[config.mk]
export PLATFORM = sky130hd
export DESIGN_NAME = rbb_ctrl
export DESIGN_NICKNAME = d
export VERILOG_FILES = /design/src/hw/rtl/rbb_pkg.sv /design/src/hw/rtl/rbb_ctrl.sv
export VERILOG_INCLUDE_DIRS = /design/src /design/src/hw/rtl
export SDC_FILE = /design/constraint.sdc
export NUM_CORES = 1
export LEC_CHECK = 0
export ABC_AREA = 1
export BUFFER_PORTS_ARGS = -buffer_cell sky130_fd_sc_hd__buf_2
export CAP_MARGIN = 25
export CORE_AREA = 2 2 39 41
export DETAILED_ROUTE_END_ITERATION = 16
export DIE_AREA = 0 0 41 43
export GPL_TIMING_DRIVEN = 0
export REMOVE_ABC_BUFFERS = 1
export SLEW_MARGIN = 15
export SYNTH_ARGS = -nofsm -noshare
export SYNTH_HDL_FRONTEND = slang
export SYNTH_SLANG_ARGS = --single-unit
export TNS_END_PERCENT = 10
[constraint.sdc]
create_clock -name aclk -period 1.1 [get_ports aclk]
set_input_delay 0.055 -clock aclk [delete_from_list [all_inputs] [get_ports aclk]]
set_output_delay 0.055 -clock aclk [all_outputs]
set_load 0.01 [all_outputs]
[src/hw/rtl/rgb_box_blur_top_defines.svh]
// Assertion macros used by the rgb_box_blur RTL.
// Depends on nothing; included by files that carry concurrent checks.
`ifndef RGB_BOX_BLUR_TOP_DEFINES_SVH
`define RGB_BOX_BLUR_TOP_DEFINES_SVH

// same-cycle implication, disabled in reset
`define RBB_ASSERT_NOW(label, clk, rstn, ante, cons) \
    label: assert property (@(posedge clk) disable iff (!(rstn)) (ante) |-> (cons)) \
        else $error("rgb_box_blur: same-cycle check failed");

// next-cycle implication, disabled in reset
`define RBB_ASSERT_NEXT(label, clk, rstn, ante, cons) \
    label: assert property (@(posedge clk) disable iff (!(rstn)) (ante) |=> (cons)) \
        else $error("rgb_box_blur: next-cycle check failed");

`endif

[src/hw/rtl/rbb_pkg.sv]
// Shared types and fixed constants for the rgb_box_blur block.
// No dependencies; used by the controller, datapath and top level.
package rbb_pkg;

    localparam int CFG_W     = 11;
    localparam int CFG_IDX_W = 2;
    localparam int RADIUS_W  = 4;
    localparam int CH_W      = 8;
    localparam int PIX_W     = 3 * CH_W;
    localparam int CH_MAX    = 255;

    localparam logic [CFG_IDX_W-1:0] REG_RADIUS = 2'd0;
    localparam logic [CFG_IDX_W-1:0] REG_WIDTH  = 2'd1;
    localparam logic [CFG_IDX_W-1:0] REG_HEIGHT = 2'd2;

    localparam logic [RADIUS_W-1:0] RADIUS_RST = 4'd1;
    localparam logic [CFG_W-1:0]    WIDTH_RST  = 11'd640;
    localparam logic [CFG_W-1:0]    HEIGHT_RST = 11'd480;

    typedef struct packed {
        logic step;
        logic win_start;
        logic win_next;
        logic div_start;
        logic div_next;
        logic out_load;
    } cmd_t;

    typedef struct packed {
        logic due;
        logic win_last;
        logic div_last;
        logic out_free;
    } sts_t;

endpackage

[src/hw/rtl/rbb_ctrl.sv]
// Sequencer for rgb_box_blur: accepts requests, walks the window, runs the divider.
// Depends on rbb_pkg and rgb_box_blur_top_defines.svh.
`include "rgb_box_blur_top_defines.svh"

module rbb_ctrl (
    input  logic          aclk,
    input  logic          aresetn,
    input  logic          s_tvalid,
    output logic          s_tready,
    output rbb_pkg::cmd_t cmd,
    input  rbb_pkg::sts_t sts
);

    localparam int ST_W = 3;
    localparam logic [ST_W-1:0] ST_IDLE = 3'd0;
    localparam logic [ST_W-1:0] ST_WIN  = 3'd1;
    localparam logic [ST_W-1:0] ST_ACC  = 3'd2;
    localparam logic [ST_W-1:0] ST_LOAD = 3'd3;
    localparam logic [ST_W-1:0] ST_DIV  = 3'd4;
    localparam logic [ST_W-1:0] ST_HOLD = 3'd5;

    logic [ST_W-1:0] state_reg;
    logic [ST_W-1:0] state_next;
    logic            accept;

    assign s_tready = (state_reg == ST_IDLE);
    assign accept   = s_tvalid && s_tready;

    always_comb begin
        state_next = state_reg;
        cmd        = '0;
        case (state_reg)
            ST_IDLE: begin
                if (s_tvalid) begin
                    cmd.step = 1'b1;
                    if (sts.due) begin
                        cmd.win_start = 1'b1;
                        state_next    = ST_WIN;
                    end
                end
            end
            ST_WIN: begin
                cmd.win_next = 1'b1;
                if (sts.win_last) begin
                    state_next = ST_ACC;
                end
            end
            // last window read lands here
            ST_ACC: begin
                state_next = ST_LOAD;
            end
            ST_LOAD: begin
                cmd.div_start = 1'b1;
                state_next    = ST_DIV;
            end
            ST_DIV: begin
                cmd.div_next = 1'b1;
                if (sts.div_last) begin
                    state_next = ST_HOLD;
                end
            end
            ST_HOLD: begin
                if (sts.out_free) begin
                    cmd.out_load = 1'b1;
                    state_next   = ST_IDLE;
                end
            end
            default: begin
                state_next = ST_IDLE;
            end
        endcase
    end

    always_ff @(posedge aclk) begin
        if (!aresetn) begin
            state_reg <= ST_IDLE;
        end else begin
            state_reg <= state_next;
        end
    end

    `RBB_ASSERT_NEXT(a_due_starts_window, aclk, aresetn, accept && sts.due, state_reg == ST_WIN)
    `RBB_ASSERT_NEXT(a_acc_then_load, aclk, aresetn, state_reg == ST_ACC, state_reg == ST_LOAD)
    `RBB_ASSERT_NEXT(a_hold_waits, aclk, aresetn, (state_reg == ST_HOLD) && !sts.out_free, state_reg == ST_HOLD)
    `RBB_ASSERT_NOW(a_load_only_when_free, aclk, aresetn, cmd.out_load, sts.out_free)

endmodule

==> impl_metrics.csv, run 1 <==
group,metric,value,unit
status,violations,"negative setup slack",
drt,vias_per_cell,4.10,
critical_path,critical_path_class,"reg2out",
placement,placed_area,369,um2
grt,grt_max_degree,10,
critical_path,cp-end-kind,"output port",
flow_run,cap_violations,0,
critical_path,crit_buf_inv,3,
layout,postLayoutCoreUtil,32.4,%
placement,hpwlAfterDp,500,um
clocking,cts-root-buf,"clkbuf_4",
die,row_count,14,
layout,n_antenna_cell,0,
clocking,h-tree-depth,1,
power,p_leak,0.262,nW
critical_path,crit_chain,"nor2_4 -> inv_2 -> nor2_4 -> inv_2 -> nor2_2 -> buf_2",
layout,stdcell_area,448,um2
synthesis,ys_warn_count,0,
critical_path,cp.required,1.04,ns
sta,fmax,890,MHz
clocking,numCtsBuffers,3,
die,start_util,21.1,%
worst_hold_path,hold_class,"in2reg",
sta,slew_viol_final,0,
layout,stdcell_count,84,
critical_path,critPathLaunchType,"flip-flop",
placement,io_buffers,13,
power,peakVddDrop,0.000633,V
sta,slew_headroom,90.6,%
critical_path,max_stage_delay,0.33,ns
sta,final-hold-violation-count,0,
die,pin_count,14,
layout,area_delta_synth_final,53.6,%
drt,vias,344,
power,power,1.13,mW
drt,first_pass_iters,2,
sta,setup_ws,-0.0233,ns
clocking,cts_hold_buf,0,
grt,antenna_found_initial,0,
die,placeableCoreArea,1380,um2
die,fp.dieW,41,um
critical_path,crit_arrival,1.07,ns
drt,drc,0,
critical_path,cp_slowest_cell,"dfxtp_2",
sta,min_period_over_period,102,%
clocking,clock_latency,0.23,ns
clocking,cts_num_sinks,3,
drt,drt-total-wl,680,um
grt,grt_pass1_wl,1.06,mm
synthesis,syn_area,292,um2
drt,wire_per_inst,8.10,um
drt,ant_nets,0,
die,die_area,1760,um2
critical_path,path_delay_family,"flip-flops",
critical_path,crit_fanout,3,
layout,layout-drive-gt1-share,52.9,%
synthesis,synth_cell_types,16,
clocking,clk_pin_slew,0.04,ns
placement,dp.cells,77,
drt,drtIter0Drc,1,
sta,rsz0062_at_grt,"yes",
die,die_height,43,um
power,pwr_density_cell,2530,nW/um2
synthesis,ys_seq_area_share,20.6,%
sta,clock-skew-final,0.00111,ns
sta,setup-violations-final,2,
synthesis,synth_seq_cells,3,
synthesis,syn_area_per_cell,5.95,um2
layout,nets,76,
clocking,cts_tree,"yes",
layout,largest_reg_flops,3,
placement,gp_congestion,0.696,
clocking,cts_buffer_depth,2,
sta,period_minus_slack,1.12,ns
grt,grt_usage,9.23,%
grt,overflow,0,
grt,grt_pass1_vias,308,
status,status,"finished, violations left",
sta,tightest_slew,0.141,ns
synthesis,synthCells,49,
[tightest hold or removal path, delay by kind of cell]
kind          cells  cell delay (ns)
buf+inv           2             0.15
simple gates      1             0.05
[cells in the final DEF, fill, tap and decap left out]
cell type,netlist,final
buf_2,0,13
inv_1,11,9
nand2_1,7,7
nor2_1,9,6
inv_2,2,4
nor2_4,1,3
nand3_1,3,3
nor2_2,2,3
nand3_2,3,3
clkbuf_4,0,3
o21ai_1,1,2
nand4_1,2,2
buf_4,1,2
dfxtp_4,0,2
o21bai_1,1,1
nand2_4,1,1
a21oi_1,1,1
clkbuf_1,0,1
buf_6,0,1
dfxtp_2,0,1
[power by group]
group | switching (mW) | internal (mW)
Sequential | 0.0648 | 0.165
Combinational | 0.394 | 0.317
Clock | 0.0556 | 0.136
[cell type report]
cell class,count,area (um2)
clock buffers,4,26.3
fillers,164,936
inverters,13,48.8
multi-input cells,32,193
flip-flops and latches,3,68.8
well taps,16,20.0
repair buffers,16,91.3
[worst paths after layout]
check	start	slack [ns]	end	cells after the start
worst max-delay path	state_reg[1]$_SDFFE_PN0P_	-0.02	cmd[5]	6
worst min-delay path	aresetn	0.05	state_reg[0]$_SDFFE_PN0P_	3
worst max register to register	state_reg[1]$_SDFFE_PN0P_	0.02	state_reg[2]$_SDFFE_PN0P_	7
worst min register to register	state_reg[2]$_SDFFE_PN0P_	0.60	state_reg[2]$_SDFFE_PN0P_	2
[Yosys cell counts]
| cell type | count | share of area, % |
|---|---|---|
| inv_2 | 2 | 2.6 |
| nand3_2 | 3 | 10 |
| nand3_1 | 3 | 5.1 |
| nand2_4 | 1 | 3.9 |
| nand4_1 | 2 | 4.3 |
| nor2_2 | 2 | 4.3 |
| dfxtp_1 | 3 | 21 |
| nand2_1 | 7 | 9.0 |
| inv_1 | 11 | 14 |
| buf_4 | 1 | 2.6 |
| nor2_4 | 1 | 3.9 |
| nor2_1 | 9 | 12 |
| o21bai_1 | 1 | 2.6 |
| a21oi_1 | 1 | 1.7 |
| o21ai_0 | 1 | 1.7 |
| o21ai_1 | 1 | 1.7 |
[kinds of logic after synthesis]
family | share of synthesized area (%)
AOI/OAI and AO/OA | 7.72
DFF | 20.6
and+or+nand+nor | 52.4
buffers and inverters | 19.3
[per-stage QoR]
stage               hold WS [ns]  setup WS, ns  setup TNS, ns
floorplan                  0.153        0.0212              0
global placement           0.268        -0.139         -0.280
detailed placement         0.283        -0.141         -0.300
CTS                       0.0404       -0.0569         -0.146
global route              0.0813        -0.117         -0.404
finish                    0.0495       -0.0233        -0.0276
[metal layers]
metal | global-route usage, % | routed length (um) | vias to the layer above
li1 | - | - | 188
met1 | 7.69 | 253 | 148
met2 | 15.6 | 394 | 8
met3 | 3.14 | 33 | 0
met4 | 8.00 | 0 | 0
met5 | 0 | 0 | -
[timing repair]
action / 4_1_cts / 5_1_grt
pin swaps: 2 / 5
setup endpoints to repair: 9 / 7
setup buffers: 2 / 1
hold endpoints to repair: 0 / 0
gates resized for setup: 8 / 6
Power figures use the tool's default switching activity.
==> inputs of run 2 (changes only) <==
--- a/config.mk
+++ b/config.mk
@@ -13,7 +13,7 @@
 export DETAILED_ROUTE_END_ITERATION = 16
 export DIE_AREA = 0 0 41 43
 export GPL_TIMING_DRIVEN = 0
-export REMOVE_ABC_BUFFERS = 1
+export RECOVER_POWER = 25
 export SLEW_MARGIN = 15
 export SYNTH_ARGS = -nofsm -noshare
 export SYNTH_HDL_FRONTEND = slang
==> run 2 against run 1 <==
Against the previous run:
- clock skew is 0.0014 ns higher
- highest routed layer unchanged
- final cell count stayed put
- utilization stayed put
- first-iteration DRC count grew to 7.0 times the previous value
- critical path type unchanged
- cell area stayed put
- largest cell class unchanged
- the flow still finishes with violations (negative setup slack)
- critical path depth stayed put
- register-to-register slack hardly changed
- die area stayed put
==> impl_metrics.csv, run 2 (synthesized netlist as in run 1, its figures left out) <==
group,metric,value,unit
status,status,"finished, violations left",
status,violations,"negative setup slack",
layout,postLayoutCoreUtil,32.4,%
power,pwr_density_cell,2450,nW/um2
grt,grt_pass1_wl,1.08,mm
grt,grt_usage,9.54,%
sta,slew_headroom,90.4,%
clocking,h-tree-depth,1,
drt,first_pass_iters,3,
critical_path,cp-end-kind,"output port",
layout,final_common_cell,"buf_2",
grt,antenna_found_initial,0,
grt,grtUsageMet2,14.4,%
grt,busiest_layer,"met2",
placement,hpwlAfterDp,495,um
sta,fin_hold_ws,0.0524,ns
grt,overflow,0,
clocking,cts_num_sinks,3,
power,peakVddDrop,0.000687,V
drt,wire_per_inst,7.64,um
critical_path,cp.required,1.04,ns
drt,drtIter0Drc,7,
power,p_leak,0.262,nW
sta,tightest_slew,0.143,ns
die,die_height,43,um
die,fp.dieW,41,um
grt,met1_usage,9.00,%
die,row_count,14,
clocking,clk_pin_slew,0.04,ns
placement,gp_congestion,0.695,
die,placeableCoreArea,1380,um2
sta,period_minus_slack,1.11,ns
placement,io_buffers,13,
clocking,cts_buffer_depth,2,
die,start_util,21.1,%
critical_path,crit_arrival,1.06,ns
critical_path,critPathLaunchType,"flip-flop",
clocking,numCtsBuffers,3,
layout,nets,76,
sta,final-hold-violation-count,0,
critical_path,critical_path_class,"reg2out",
worst_hold_path,hold_class,"in2reg",
grt,grt_max_degree,10,
sta,rsz0062_at_grt,"yes",
grt,grt_pass1_vias,306,
layout,mostFrequentLayoutCells,"buf_2 (12), inv_1 (10), nor2_1 (7)",
layout,layout-drive-gt1-share,50.0,%
layout,n_fill_cell,165,
clocking,cts-root-buf,"clkbuf_4",
sta,clock-skew-final,0.00255,ns
drt,drt-total-wl,642,um
grt,use_met3,3.14,%
drt,drc,0,
placement,post-place-ws,-0.0219,ns
drt,ant_nets,0,
sta,setup-violations-final,2,
clocking,clock_latency,0.23,ns
sta,fmax,900,MHz
drt,vias_per_cell,4.13,
clocking,cts_tree,"yes",
die,die_area,1760,um2
layout,largest_reg_flops,3,
synthesis,synthesis.nets,56,
die,pin_count,14,
sta,min_period_over_period,101,%
drt,vias,347,
layout,area_delta_synth_final,53.6,%
layout,n_antenna_cell,0,
sta,setup_ws,-0.0110,ns
sta,slew_viol_final,0,
critical_path,crit_fanout,3,
flow_run,cap_violations,0,
-- run 2: timing repair --
action / CTS / global route
buffers inserted: 2 / 0
pin swaps: 2 / 2
gates resized for setup: 7 / 4
endpoints found under the setup margin: 7 / 9
endpoints found under the hold margin: 0 / 0
hold buffers: 0 / 0
-- run 2: final timing paths --
check | start | to | slack, ns | cells after the start
setup reg to reg | state_reg[0]$_SDFFE_PN0P_ | state_reg[0]$_SDFFE_PN0P_ | 0.03 | 7
hold / removal | aresetn | state_reg[0]$_SDFFE_PN0P_ | 0.05 | 3
hold reg to reg | state_reg[2]$_SDFFE_PN0P_ | state_reg[2]$_SDFFE_PN0P_ | 0.63 | 3
setup / recovery | state_reg[1]$_SDFFE_PN0P_ | cmd[5] | -0.01 | 6
-- run 2: worst max-delay path: stages, from the launching register on --
cell	delay, ns
dfxtp_2	0.33
nor2_4	0.11
inv_2	0.05
nor2_2	0.08
inv_1	0.05
nor2_1	0.07
buf_2	0.13
-- run 2: per-layer routing --
metal  up-vias  part of all wire [%]
li1        185                     -
met1       150                    37
met2        12                    56
met3         0                   6.4
met4         0                     0
met5         -                     0
-- run 2: stage by stage --
step / total power [mW] / setup TNS, ns / cells / cell area, um2
finish: 1.10 / -0.0197 / 84 / 448
floorplan: 0.639 / 0 / 49 / 292
CTS: 1.08 / -0.120 / 84 / 434
global placement: 0.773 / -0.0172 / 78 / 377
global route: 1.21 / -0.484 / 84 / 448
detailed placement: 0.776 / -0.0272 / 78 / 377
-- run 2: area by class of cell --
class                      instances  area [um2]  area share, %
sequential                         3        65.1           14.5
buffer                             1        11.3           2.51
tap                               16        20.0           4.47
inverter                          13        51.3           11.5
timing repair buffer              15        86.3           19.3
clock buffer                       4        26.3           5.87
multi-input combinational         32         188           41.9
-- run 2: where the power goes --
| group | leakage (nW) | switching (mW) | internal, mW |
|---|---|---|---|
| logic | 0.222 | 0.400 | 0.311 |
| registers | 0.0258 | 0.0317 | 0.158 |
| clock network | 0.0150 | 0.0588 | 0.136 |
